--- src/dlhpt_pkg.sv ---
// Shared types and constants of the downlink HARQ process table.
package dlhpt_pkg;

  // Field widths that the interface fixes.
  localparam int FUNC_W  = 2;
  localparam int RNTI_W  = 16;
  localparam int PID_W   = 4;
  localparam int RV_W    = 2;
  localparam int BYTES_W = 18;
  localparam int SLOT_W  = 14;
  localparam int SB_W    = 21;
  localparam int CNT_W   = 32;
  localparam int BITS_W  = 48;
  localparam int PCNT_W  = 5;
  localparam int ADDR_W  = 3;
  localparam int DATA_W  = 32;

  // The SI-RNTI selects the broadcast process.
  localparam logic [RNTI_W-1:0] SI_RNTI = 16'hFFFF;

  // Bytes to bits is a left shift by this amount.
  localparam int BYTE_SHIFT = 3;

  // Item function codes.
  typedef enum logic [FUNC_W-1:0] {
    FUNC_GRANT   = 2'd0,
    FUNC_RESULT  = 2'd1,
    FUNC_RESET   = 2'd2,
    FUNC_METRICS = 2'd3
  } func_t;

  // Register select, taken from address bit 2.
  typedef enum logic {
    REG_PROCESS_COUNT = 1'b0,
    REG_TEMP_CRNTI    = 1'b1
  } reg_sel_t;

  // Item as seen by the process table.
  typedef struct packed {
    logic              valid;
    func_t             func;
    logic [RNTI_W-1:0] rnti;
    logic [PID_W-1:0]  pid;
    logic              ndi;
    logic [RV_W-1:0]   rv;
    logic              ok;
    logic              payload;
  } table_req_t;

  // Decision that the process table returns for the current item.
  typedef struct packed {
    logic status;
    logic decode_enable;
    logic new_tx;
    logic duplicate;
    logic deliver;
    logic count_ok;
    logic count_fail;
  } verdict_t;

endpackage

--- src/dl_harq_process_table_top.sv ---
// Top level of the downlink HARQ process table.
//
// Input channel (in_*): one transfer carries a grant, a decode result, a
// reset of all processes or a read-and-clear of the metrics counters.
// Result channel (out_*): exactly one result transfer per input transfer,
// in order. Both channels use valid/stall; a transfer happens on a clock
// edge with valid high and stall low.
// An accepted item is held in the input register, where a single-entry flag
// lookup decides it, and its result is then shown from the result register.
// Throughput is one item per cycle while the receiver does not stall; the
// flags are updated as the item moves to the result register, so the
// following item already sees them.
// When the receiver stalls, the result register holds and the input
// register fills; in_stall then rises until the result is taken.
// Reset (rst_n low, synchronous) empties both registers, restores all
// process flags and counters, and sets process_count to MAX_PROCS.
// The APB-style port holds process_count (address 0) and temporary_crnti
// (address 4); it may be written only while idle; the block does not enforce it.
module dl_harq_process_table_top #(
  parameter int MAX_PROCS = 16
) (
  input  logic                          clk,
  input  logic                          rst_n,
  // Input channel
  input  logic                          in_valid,
  output logic                          in_stall,
  input  logic [dlhpt_pkg::FUNC_W-1:0]  in_func,
  input  logic [dlhpt_pkg::RNTI_W-1:0]  in_rnti,
  input  logic [dlhpt_pkg::PID_W-1:0]   in_process_id,
  input  logic                          in_new_data_flag,
  input  logic [dlhpt_pkg::RV_W-1:0]    in_redundancy_version,
  input  logic [dlhpt_pkg::BYTES_W-1:0] in_block_bytes,
  input  logic                          in_decode_ok,
  input  logic                          in_payload_present,
  input  logic [dlhpt_pkg::SLOT_W-1:0]  in_slot_index,
  // Result channel
  output logic                          out_valid,
  input  logic                          out_stall,
  output logic                          out_status,
  output logic                          out_decode_enable,
  output logic                          out_new_transmission,
  output logic [dlhpt_pkg::SB_W-1:0]    out_softbuffer_bits,
  output logic                          out_duplicate,
  output logic                          out_deliver_pdu,
  output logic [dlhpt_pkg::SLOT_W-1:0]  out_deliver_slot,
  output logic [dlhpt_pkg::CNT_W-1:0]   out_ok_count,
  output logic [dlhpt_pkg::CNT_W-1:0]   out_fail_count,
  output logic [dlhpt_pkg::BITS_W-1:0]  out_bit_count,
  // Configuration port
  input  logic                          psel,
  input  logic                          penable,
  input  logic                          pwrite,
  input  logic [dlhpt_pkg::ADDR_W-1:0]  paddr,
  input  logic [dlhpt_pkg::DATA_W-1:0]  pwdata,
  output logic [dlhpt_pkg::DATA_W-1:0]  prdata,
  output logic                          pready
);

  localparam int PC_W = $clog2(MAX_PROCS + 1);

  // Configuration registers.
  logic [PC_W-1:0]              process_count_r;
  logic [dlhpt_pkg::RNTI_W-1:0] temp_crnti_r;
  logic                         cfg_wr;
  logic                         cfg_clear;
  logic [dlhpt_pkg::PCNT_W-1:0] pc_wdata;
  dlhpt_pkg::reg_sel_t          reg_sel;

  // Input register.
  logic                          s1_valid_r;
  logic [dlhpt_pkg::FUNC_W-1:0]  s1_func_r;
  logic [dlhpt_pkg::RNTI_W-1:0]  s1_rnti_r;
  logic [dlhpt_pkg::PID_W-1:0]   s1_pid_r;
  logic                          s1_ndi_r;
  logic [dlhpt_pkg::RV_W-1:0]    s1_rv_r;
  logic [dlhpt_pkg::BYTES_W-1:0] s1_bytes_r;
  logic                          s1_ok_r;
  logic                          s1_payload_r;
  logic [dlhpt_pkg::SLOT_W-1:0]  s1_slot_r;

  // Result register.
  logic                          out_valid_r;
  logic                          status_r;
  logic                          decode_enable_r;
  logic                          new_tx_r;
  logic [dlhpt_pkg::SB_W-1:0]    sb_bits_r;
  logic                          duplicate_r;
  logic                          deliver_r;
  logic [dlhpt_pkg::SLOT_W-1:0]  deliver_slot_r;
  logic [dlhpt_pkg::CNT_W-1:0]   ok_count_r;
  logic [dlhpt_pkg::CNT_W-1:0]   fail_count_r;
  logic [dlhpt_pkg::BITS_W-1:0]  bit_count_r;

  logic                          in_take;
  logic                          adv;
  logic                          is_metrics;
  dlhpt_pkg::table_req_t         req;
  dlhpt_pkg::verdict_t           verdict;
  logic [dlhpt_pkg::SB_W-1:0]    sb_bits;
  logic [dlhpt_pkg::CNT_W-1:0]   ok_count;
  logic [dlhpt_pkg::CNT_W-1:0]   fail_count;
  logic [dlhpt_pkg::BITS_W-1:0]  bit_count;

  // Configuration writes; an out-of-range process count is ignored.
  assign pready    = 1'b1;
  assign cfg_wr    = psel && penable && pwrite && pready;
  assign reg_sel   = dlhpt_pkg::reg_sel_t'(paddr[2]);
  assign pc_wdata  = pwdata[dlhpt_pkg::PCNT_W-1:0];
  assign cfg_clear = cfg_wr && (reg_sel == dlhpt_pkg::REG_PROCESS_COUNT) &&
                     (pc_wdata != '0) && (int'(pc_wdata) <= MAX_PROCS);

  always_ff @(posedge clk) begin
    if (!rst_n) begin
      process_count_r <= PC_W'(MAX_PROCS);
      temp_crnti_r    <= '0;
    end else begin
      if (cfg_clear) begin
        process_count_r <= PC_W'(pc_wdata);
      end
      if (cfg_wr && (reg_sel == dlhpt_pkg::REG_TEMP_CRNTI)) begin
        temp_crnti_r <= pwdata[dlhpt_pkg::RNTI_W-1:0];
      end
    end
  end

  // Register read-back.
  always_comb begin
    case (reg_sel)
      dlhpt_pkg::REG_PROCESS_COUNT: prdata = dlhpt_pkg::DATA_W'(process_count_r);
      dlhpt_pkg::REG_TEMP_CRNTI:    prdata = dlhpt_pkg::DATA_W'(temp_crnti_r);
      default:                      prdata = '0;
    endcase
  end

  // Handshake: the item moves on when the result register is free or being taken.
  assign adv      = s1_valid_r && (!out_valid_r || !out_stall);
  assign in_stall = s1_valid_r && !adv;
  assign in_take  = in_valid && !in_stall;

  always_ff @(posedge clk) begin
    if (!rst_n) begin
      s1_valid_r <= 1'b0;
    end else if (in_take) begin
      s1_valid_r <= 1'b1;
    end else if (adv) begin
      s1_valid_r <= 1'b0;
    end
  end

  always_ff @(posedge clk) begin
    if (in_take) begin
      s1_func_r    <= in_func;
      s1_rnti_r    <= in_rnti;
      s1_pid_r     <= in_process_id;
      s1_ndi_r     <= in_new_data_flag;
      s1_rv_r      <= in_redundancy_version;
      s1_bytes_r   <= in_block_bytes;
      s1_ok_r      <= in_decode_ok;
      s1_payload_r <= in_payload_present;
      s1_slot_r    <= in_slot_index;
    end
  end

  // Process lookup and flag update.
  assign req.valid   = adv;
  assign req.func    = dlhpt_pkg::func_t'(s1_func_r);
  assign req.rnti    = s1_rnti_r;
  assign req.pid     = s1_pid_r;
  assign req.ndi     = s1_ndi_r;
  assign req.rv      = s1_rv_r;
  assign req.ok      = s1_ok_r;
  assign req.payload = s1_payload_r;

  dlhpt_proc_table #(
    .MAX_PROCS(MAX_PROCS)
  ) u_table (
    .clk             (clk),
    .rst_n           (rst_n),
    .req             (req),
    .process_count   (process_count_r),
    .temporary_crnti (temp_crnti_r),
    .cfg_clear       (cfg_clear),
    .verdict         (verdict)
  );

  // Statistics.
  assign sb_bits    = {s1_bytes_r, {dlhpt_pkg::BYTE_SHIFT{1'b0}}};
  assign is_metrics = (req.func == dlhpt_pkg::FUNC_METRICS);

  dlhpt_metrics u_metrics (
    .clk        (clk),
    .rst_n      (rst_n),
    .clear      (adv && is_metrics),
    .count_ok   (adv && verdict.count_ok),
    .count_fail (adv && verdict.count_fail),
    .add_bits   (sb_bits),
    .ok_count   (ok_count),
    .fail_count (fail_count),
    .bit_count  (bit_count)
  );

  // Result register.
  always_ff @(posedge clk) begin
    if (!rst_n) begin
      out_valid_r <= 1'b0;
    end else if (adv) begin
      out_valid_r <= 1'b1;
    end else if (!out_stall) begin
      out_valid_r <= 1'b0;
    end
  end

  always_ff @(posedge clk) begin
    if (adv) begin
      status_r        <= verdict.status;
      decode_enable_r <= verdict.decode_enable;
      new_tx_r        <= verdict.new_tx;
      sb_bits_r       <= verdict.new_tx ? sb_bits : '0;
      duplicate_r     <= verdict.duplicate;
      deliver_r       <= verdict.deliver;
      deliver_slot_r  <= verdict.deliver ? s1_slot_r : '0;
      ok_count_r      <= is_metrics ? ok_count : '0;
      fail_count_r    <= is_metrics ? fail_count : '0;
      bit_count_r     <= is_metrics ? bit_count : '0;
    end
  end

  assign out_valid            = out_valid_r;
  assign out_status           = status_r;
  assign out_decode_enable    = decode_enable_r;
  assign out_new_transmission = new_tx_r;
  assign out_softbuffer_bits  = sb_bits_r;
  assign out_duplicate        = duplicate_r;
  assign out_deliver_pdu      = deliver_r;
  assign out_deliver_slot     = deliver_slot_r;
  assign out_ok_count         = ok_count_r;
  assign out_fail_count       = fail_count_r;
  assign out_bit_count        = bit_count_r;

  // The input side only stalls while the input register holds an item.
  a_stall_needs_item: assert property (@(posedge clk) disable iff (!rst_n)
    in_stall |-> s1_valid_r)
    else $error("in_stall high with an empty input register");

  // An unconfigured process result carries no other decision.
  a_status_alone: assert property (@(posedge clk) disable iff (!rst_n)
    (out_valid && out_status) |->
      (!out_decode_enable && !out_duplicate && !out_deliver_pdu && !out_new_transmission))
    else $error("status result with other flags set");

  // A soft buffer reset always goes with decoding, and never with a duplicate.
  a_newtx_decodes: assert property (@(posedge clk) disable iff (!rst_n)
    (out_valid && out_new_transmission) |-> (out_decode_enable && !out_duplicate))
    else $error("new transmission without decode enable");

  // A metrics read leaves all counters cleared.
  a_metrics_clear: assert property (@(posedge clk) disable iff (!rst_n)
    (adv && is_metrics) |=> ((ok_count == '0) && (fail_count == '0) && (bit_count == '0)))
    else $error("counters not cleared after a metrics read");

endmodule

--- src/dlhpt_proc_table.sv ---
// Per-process HARQ flags, temporary C-RNTI tracking and the grant/result decision.
module dlhpt_proc_table #(
  parameter int MAX_PROCS = 16
) (
  input  logic                          clk,
  input  logic                          rst_n,
  input  dlhpt_pkg::table_req_t         req,
  input  logic [$clog2(MAX_PROCS+1)-1:0] process_count,
  input  logic [dlhpt_pkg::RNTI_W-1:0]  temporary_crnti,
  input  logic                          cfg_clear,
  output dlhpt_pkg::verdict_t           verdict
);

  localparam int PW = $clog2(MAX_PROCS + 1);

  // Entry MAX_PROCS is the broadcast process.
  logic [MAX_PROCS:0] ndi_r, ndi_nxt;
  logic [MAX_PROCS:0] first_r, first_nxt;
  logic [MAX_PROCS:0] acked_r, acked_nxt;
  logic [dlhpt_pkg::RNTI_W-1:0] last_temp_id_r, last_temp_id_nxt;

  logic          bcch;
  logic          unconf;
  logic [PW-1:0] p;
  logic          tc_hit;
  logic          toggled;
  logic          new_tx;
  logic          good_pdu;

  // Process lookup and the decision for the current item.
  assign bcch     = (req.rnti == dlhpt_pkg::SI_RNTI);
  assign unconf   = !bcch && ((int'(req.pid) >= int'(process_count)) ||
                              (int'(req.pid) >= MAX_PROCS));
  assign p        = bcch ? PW'(MAX_PROCS) : PW'(req.pid);
  assign tc_hit   = (req.rnti == temporary_crnti) && (last_temp_id_r != temporary_crnti);
  assign toggled  = (req.ndi != ndi_r[p]) || tc_hit;
  assign new_tx   = toggled || (bcch && (req.rv == '0)) || first_r[p];
  assign good_pdu = req.ok && req.payload;

  always_comb begin
    verdict = '0;
    if ((req.func == dlhpt_pkg::FUNC_GRANT) || (req.func == dlhpt_pkg::FUNC_RESULT)) begin
      if (unconf) begin
        verdict.status = 1'b1;
      end else if (req.func == dlhpt_pkg::FUNC_GRANT) begin
        verdict.new_tx        = new_tx;
        verdict.decode_enable = new_tx || !acked_r[p];
        verdict.duplicate     = !new_tx && acked_r[p];
      end else begin
        verdict.deliver    = good_pdu && !bcch && (req.rnti != temporary_crnti);
        verdict.count_ok   = good_pdu;
        verdict.count_fail = !good_pdu;
      end
    end
  end

  // Next state of the flags.
  always_comb begin
    ndi_nxt          = ndi_r;
    first_nxt        = first_r;
    acked_nxt        = acked_r;
    last_temp_id_nxt = last_temp_id_r;
    if (cfg_clear) begin
      for (int i = 0; i < MAX_PROCS; i++) begin
        ndi_nxt[i]   = 1'b0;
        first_nxt[i] = 1'b1;
        acked_nxt[i] = 1'b0;
      end
    end else if (req.valid) begin
      case (req.func)
        dlhpt_pkg::FUNC_RESET: begin
          for (int i = 0; i < MAX_PROCS; i++) begin
            if (i < int'(process_count)) begin
              ndi_nxt[i]   = 1'b0;
              first_nxt[i] = 1'b1;
            end
          end
          ndi_nxt[MAX_PROCS]   = 1'b0;
          first_nxt[MAX_PROCS] = 1'b1;
        end
        dlhpt_pkg::FUNC_GRANT: begin
          if (!unconf) begin
            if (tc_hit) begin
              last_temp_id_nxt = temporary_crnti;
            end
            if (new_tx) begin
              first_nxt[p] = 1'b0;
            end
            ndi_nxt[p] = req.ndi;
          end
        end
        dlhpt_pkg::FUNC_RESULT: begin
          if (!unconf) begin
            acked_nxt[p] = req.ok;
            // A good broadcast block restarts the broadcast process.
            if (good_pdu && bcch) begin
              ndi_nxt[p]   = 1'b0;
              first_nxt[p] = 1'b1;
            end
          end
        end
        default: begin
        end
      endcase
    end
  end

  // Flag storage.
  always_ff @(posedge clk) begin
    if (!rst_n) begin
      ndi_r          <= '0;
      first_r        <= '1;
      acked_r        <= '0;
      last_temp_id_r <= '0;
    end else begin
      ndi_r          <= ndi_nxt;
      first_r        <= first_nxt;
      acked_r        <= acked_nxt;
      last_temp_id_r <= last_temp_id_nxt;
    end
  end

endmodule

--- src/dlhpt_metrics.sv ---
// Decode statistics counters with read-and-clear.
module dlhpt_metrics (
  input  logic                         clk,
  input  logic                         rst_n,
  input  logic                         clear,
  input  logic                         count_ok,
  input  logic                         count_fail,
  input  logic [dlhpt_pkg::SB_W-1:0]   add_bits,
  output logic [dlhpt_pkg::CNT_W-1:0]  ok_count,
  output logic [dlhpt_pkg::CNT_W-1:0]  fail_count,
  output logic [dlhpt_pkg::BITS_W-1:0] bit_count
);

  logic [dlhpt_pkg::CNT_W-1:0]  ok_r, ok_nxt;
  logic [dlhpt_pkg::CNT_W-1:0]  fail_r, fail_nxt;
  logic [dlhpt_pkg::BITS_W-1:0] bits_r, bits_nxt;

  // Counters wrap at their widths; a read clears all three.
  always_comb begin
    ok_nxt   = ok_r;
    fail_nxt = fail_r;
    bits_nxt = bits_r;
    if (clear) begin
      ok_nxt   = '0;
      fail_nxt = '0;
      bits_nxt = '0;
    end else begin
      if (count_ok) begin
        ok_nxt   = ok_r + 1'b1;
        bits_nxt = bits_r + dlhpt_pkg::BITS_W'(add_bits);
      end
      if (count_fail) begin
        fail_nxt = fail_r + 1'b1;
      end
    end
  end

  always_ff @(posedge clk) begin
    if (!rst_n) begin
      ok_r   <= '0;
      fail_r <= '0;
      bits_r <= '0;
    end else begin
      ok_r   <= ok_nxt;
      fail_r <= fail_nxt;
      bits_r <= bits_nxt;
    end
  end

  assign ok_count   = ok_r;
  assign fail_count = fail_r;
  assign bit_count  = bits_r;

endmodule
--- config.mk ---
export PLATFORM = sky130hd
export DESIGN_NAME = dl_harq_process_table_top
export DESIGN_NICKNAME = d
export VERILOG_FILES = /design/src/dlhpt_pkg.sv /design/src/dl_harq_process_table_top.sv /design/src/dlhpt_proc_table.sv /design/src/dlhpt_metrics.sv
export SDC_FILE = /design/constraint.sdc
export NUM_CORES = 1
export LEC_CHECK = 0
export ABC_AREA = 1
export CAP_MARGIN = 20
export CORE_ASPECT_RATIO = 0.75
export CORE_MARGIN = 3
export CORE_UTILIZATION = 56
export CTS_CLUSTER_DIAMETER = 50
export DETAILED_ROUTE_END_ITERATION = 12
export DONT_BUFFER_PORTS = 1
export PLACE_DENSITY = 0.71
export SYNTH_ARGS = -nofsm -noshare
export SYNTH_HDL_FRONTEND = slang
export SYNTH_SLANG_ARGS = --single-unit
export TNS_END_PERCENT = 5
--- constraint.sdc ---
create_clock -name clk -period 21 [get_ports clk]
set_clock_uncertainty 0.15 [all_clocks]
set_input_delay 4.2 -clock clk [delete_from_list [all_inputs] [get_ports clk]]
set_output_delay 4.2 -clock clk [all_outputs]
set_load 0.01 [all_outputs]
; ---- After elaboration in Yosys (flattened, before gate mapping)
; Index checks and enable logic that the tools add are counted.
[totals]
register_bits = 413
inputBits = 101
[op_classes]
add_sub_neg = 3
order_cmp = 20
eq_ne = 29
muxes = 62
n_bitwise = 10
reduce_logical = 80
[ops]
columns = cell, n
row1 = $mux W17, 7
row2 = $reduce_and A7 Y1, 17
row3 = $pmux W17 S3, 2
row4 = $reduce_and A6 Y1, 17
row5 = $add A32 B1 Y32 const B, 2
row6 = $pmux W32 S2, 1
row7 = $add A48 B21 Y48, 1
row8 = $mux W1, 41
row9 = $lt A4 B5 Y1 const A, 8
row10 = $ne A2 B1 Y1 const B, 18
row11 = $and A17 B17 Y17, 2
row12 = $bwmux W17, 2
row13 = $ne A16 B16 Y1, 2
row14 = $logic_and A1 B1 Y1, 21
row15 = $lt A3 B5 Y1 const A, 4
row16 = $not A17 Y17, 1
row17 = $or A17 B17 Y17, 1
row18 = $eq A16 B16 Y1, 1
row19 = $eq A16 B16 Y1 const B, 1
row20 = $bmux W1 S5, 3
row21 = $mux W5, 3
row22 = $lt A1 B5 Y1 const A, 2
row23 = $lt A2 B5 Y1 const A, 2
row24 = $logic_not A1 Y1, 8
row25 = other kinds (22), 37

; ---- Longest topological paths before layout
[logic_depth]
ltp_word = 14
mapped_depth = 20

; ---- Cells and area by module
; A second synthesis with hierarchy kept.
[unflattened]
cells_unflattened = 2623
area_unflattened_um2 = 20454.6
[modules_own_cells]
columns = mod, instances, cells_each, area_each_um2, seq_area_each_um2
row1 = dl_harq_process_table_top, 1, 696, 8593.2, 6706.4
row2 = dlhpt_metrics, 1, 1176, 7163.1, 2242.2
row3 = dlhpt_proc_table, 1, 751, 4698.3, 1341.3

; ---- Least setup slack after synthesis
; Ideal clock, no wire load.
[synth_path]
path_kind = input to register
start = in out_stall
end = reg u_metrics.fail_r (netlist bit u_metrics.fail_count[22])
setup_ns = 0.114
arrival_ns = 12.255
required_ns = 20.736
setup_slack_ns = 8.481
stages = 12
path_cell_list = nand2_1 -> inv_1 -> nor2_1 -> nand3_4 -> nor2_4 -> nand2_1 -> nor2_4 -> nand2_1 -> nor3_2 -> nand3_1 -> nand2_1 -> nor2_1
[synth_via]
elab_chain_cells = 5
[synth_rtl]
columns = element, line_no
row1 = from (decl), dl_harq_process_table_top.sv:38  ; input logic out_stall,
row2 = $logic_not A1 Y1 *, -
row3 = $logic_or A1 B1 Y1 *, dl_harq_process_table_top.sv:136  ; assign adv = s1_valid_r && (!out_valid_r || !out_stall);
row4 = $logic_and A1 B1 Y1 *, dl_harq_process_table_top.sv:136
row5 = net adv, dl_harq_process_table_top.sv:95  ; logic adv;
row6 = $logic_and A1 B1 Y1, dl_harq_process_table_top.sv:193  ; .clear (adv && is_metrics),
row7 = $reduce_or A2 Y1 (no line), -
row8 = to (signal assigned), dlhpt_metrics.sv:45  ; fail_r <= fail_nxt;
row9 = to (decl), dlhpt_metrics.sv:15  ; logic [dlhpt_pkg::CNT_W-1:0] fail_r, fail_nxt;
; The timed path passes the listed nets; every way through them passes the cells marked *.
; A chain may end at the register's enable or synchronous reset.

; ---- Worst setup path after layout
[layout_path]
start = in paddr[2] (netlist name)
end = out prdata[2] (netlist name)
[layout_via]
elab_chain_cells = 2
[layout_rtl]
columns = element, line_no
row1 = from (decl), dl_harq_process_table_top.sv:53  ; input logic [dlhpt_pkg::ADDR_W-1:0] paddr,
row2 = $not A1 Y1, dl_harq_process_table_top.sv:128  ; case (reg_sel)
row3 = $pmux W32 S2 *, dl_harq_process_table_top.sv:128
row4 = to (decl), dl_harq_process_table_top.sv:55  ; output logic [dlhpt_pkg::DATA_W-1:0] prdata,
; Every way passes the cells marked *; elsewhere a longest branch is shown, timed or not. The select of a mux whose other input is x is not followed.

==> run metrics <==
Clock Latency Late Sink=0.55 ns; Sinks on Clock Net=404; IO Pins=288; Reg clk slew, reported paths=0.06 ns; ys async rst share=0%; FF-to-FF End=u_metrics.fail_count[9]$_SDFFE_PP0P_; compound-gate portion of the synthesized area=11.27%; worst endpoint data arrival time=4.57 ns; row count=58; worst hold endpoint=u_table.first_r[4]$_SDFFE_PP1P_; setup TNS=0 ns; Comb pwr share=5.8%; top cell type's share of synthesized area=31.83%; cell taking the most area after synthesis=edfxtp_1; Pint=1306 µW; Seq cells post-synth=404; hold depth=2; max_slew headroom=31.74%; final WL=51950 µm; drt wl/cell=18.74 µm; commonest cells in the netlist=nand2_1 (350), inv_1 (312), nor2_1 (305); sequential share of power=about 50%; post-CTS sizing=0; Design Area, Final=approximately 0.021 mm²; H-tree depth=2; CTS tree=done; Leak=just under 0.008 µW; total power=1706 µW; WS Path Type=input port to output pin; Reg2Reg Setup Slack=16.59 ns; routability cong.=0.9705; Final Hold Fails=0; Seq. cell area=0.01014 mm²; Top Family by Delay on Critical Path=compound AO/OA/AOI/OAI gates; most common cell in the synthesized netlist=nand2_1; clock root cell=clkbuf_16; Final Max Slew Viols=0; post-CTS setup repair buffer count=0; TritonCTS Buffers=42; peak supply drop=approximately 0.00008 V; adder-cell share of the synthesized area=1.656%; fin crit share=42.49%; die area=0.03683 mm²; min-delay worst type=flop to flop; final setup fails=0; Distinct cells, synth=55; Post-Synth Simple-Gate Area=22.51%; # DRC=0; 1st-pass router iterations=5; first-pass GRT wire length=81130 µm; Avg Vias per Cell=between 5 and 6; die width=220.6 µm; P&R area growth vs syn=8.720%; Worst-Margin Slew=1.021 ns; gr ovfl total=0; Seq/Total Area, Yosys=52.42%; post-route ant nets=0; CP startpoint kind=input port; Tmin final=8.923 ns; Post-synth top flop=edfxtp_1; number of fill cells=2946; Max-cap violations=0; pin count of the biggest net entering global routing=90; reg2reg path depth=15; pwr dens=81.14 mW/mm²; DP HPWL=36930 µm; Clk network pwr share=between 40% and 50%; total number of vias=15920; slowest cell on the critical path=o21ai_0; critical path depth=1; initial antenna violation count=6; crit-path cells=o21ai_0; Initial Util=57.20%; placed instance area=0.01960 mm²; EDFF count, synth=205; CP max stage delay=0.37 ns; share of post-route cells with drive strength above 1=5.997%; Total GRT Usage=27.47%; synthesized area per cell=8.399 µm²; CP required=16.65 ns; XOR/XNOR share of the synthesized area=3.260%; hold_buf cts=0; Port Buf Inserts=0; Psw=roughly 400 µW; CP bufs+invs=0; footprint of the multi-input gates=between 0.007 and 0.008 mm²; YS warnings=0; worst flop-to-flop path startpoint=s1_pid_r[0]$_DFFE_PP_; Cells after Synth=2303; mapped cell area=0.01934 mm²; Max Clock Freq=112.1 MHz; run status=finished clean; Core Area=0.03382 mm²; DR iter-0 viols=around 1700; fraction of synthesized area in multiplexers=0%; Final nets=2411; CP Capture Type=output pin; overall die height=167.0 µm; RSZ-0062 raised after global routing=no; clk buf depth=3; largest family of logic cells by synthesized area=simple AND/OR/NAND/NOR gates; vias in the first global route=~15000; top cells by area, synth=edfxtp_1 (32%), dfxtp_1 (21%), nand2_1 (6.8%); crit path max fanout=22; Switching Share=23.45%; hold path start=u_table.first_r[4]$_SDFFE_PP1P_
-- state kept, by name (all words and copies together) (netlist names), 2 cells and up --
signal                  count
u_metrics.bit_count        45
s1_bytes_r                 18
out_ok_count               32
s1_rv_r                     2
out_bit_count              45
u_table.acked_r            17
out_deliver_slot           14
s1_func_r                   2
u_table.first_r            17
temp_crnti_r               16
s1_pid_r                    4
out_fail_count             32
u_table.ndi_r              17
u_metrics.fail_count       32
out_softbuffer_bits        18
u_table.last_temp_id_r     16
s1_rnti_r                  16
s1_slot_r                  14
u_metrics.ok_count         32
process_count_r             5
-- per-layer routing --
| layer | track usage, % | wire [µm] |
|---|---|---|
| met5 | 0 | 9 |
| met1 | 40.69 | 23410 |
| met2 | 41.17 | 22580 |
| met3 | 5.363 | 4758 |
| met4 | 7.756 | 1189 |
-- tightest hold or removal path, stage by stage, from the launching register on --
cell and delay [ns]:
dfxtp_1 0.32, nand2_1 0.05, nand3_1 0.05
-- layout make-up --
cell class	count	share of cell area, %
timing repair buffer	14	0.7080
sequential	404	48.22
clock buffer	60	5.563
tap	450	2.677
multi-input combinational	1500	36.16
clock inverter	17	0.8568
inverter	323	5.765
antenna	4	0.04760
-- power groups by stage --
stage                     clock [µW]  combinational, µW  sequential [µW]
after global placement             0               93.5              889
after global routing             778                111              874
after CTS                        747               96.7              873
final                            734               99.2              873
after floorplan                    0               77.7              885
after detailed placement           0               96.0              890
-- cell usage in the layout (no fill, tap or decap), drive strengths merged, types with 4 or more instances in the layout --
cell / netlist / final
nor4: 19 / 19
and3: 4 / 4
diode: 0 / 4
o21ai: 155 / 155
nor2: 324 / 324
o211ai: 14 / 14
a21oi: 201 / 201
inv: 320 / 323
clkbuf: 56 / 60
conb: 2 / 23
xor2: 55 / 55
edfxtp: 205 / 205
a31oi: 5 / 5
nand2: 359 / 359
ha: 24 / 24
dfxtp: 199 / 199
clkinv: 3 / 13
nor3: 94 / 94
nand4: 56 / 56
buf: 41 / 14
o22ai: 8 / 8
or2: 10 / 10
nor3b: 7 / 7
nand3: 96 / 96
nand3b: 4 / 4
xnor2: 17 / 17
a311oi: 5 / 5
o21a: 6 / 6
-- cells by family (layout without fill, tap and decap cells) --
kind of cell / Yosys count / in the layout
AOI/OAI and AO/OA: 406 / 406
xor gates and xnor gates: 72 / 72
and+or+nand+nor: 974 / 974
DFF: 404 / 404
adders and majority gates: 25 / 25
other: 2 / 27
buffers and inverters: 420 / 414
-- through the flow --
step | setup WS, ns | utilization [%] | std cells | hold slack, ns
2_1_floorplan | 8.481 | - | 2324 | 0.2691
3_3_place_gp | 12.10 | 57.97 | 2688 | 0.2815
3_5_place_dp | 12.08 | 57.97 | 2688 | 0.2991
4_1_cts | 12.08 | 61.96 | 2765 | 0.3086
5_1_grt | 12.08 | 62.18 | 2772 | 0.3259
6_report | 12.08 | 62.18 | 2772 | 0.3090
-- how the worst max path moves through the flow --
stage / from / endpoint / slack, ns
after detailed placement: paddr[2] / prdata[2] / 12.08
after global routing: out_stall / in_stall / 12.08
final: paddr[2] / prdata[2] / 12.08
after CTS: paddr[2] / prdata[2] / 12.08
after floorplan: out_stall / u_metrics.fail_count[22]$_SDFFE_PP0P_ / 8.48
after global placement: paddr[2] / prdata[3] / 12.10
Note: power is estimated with default switching activity, not from simulation.
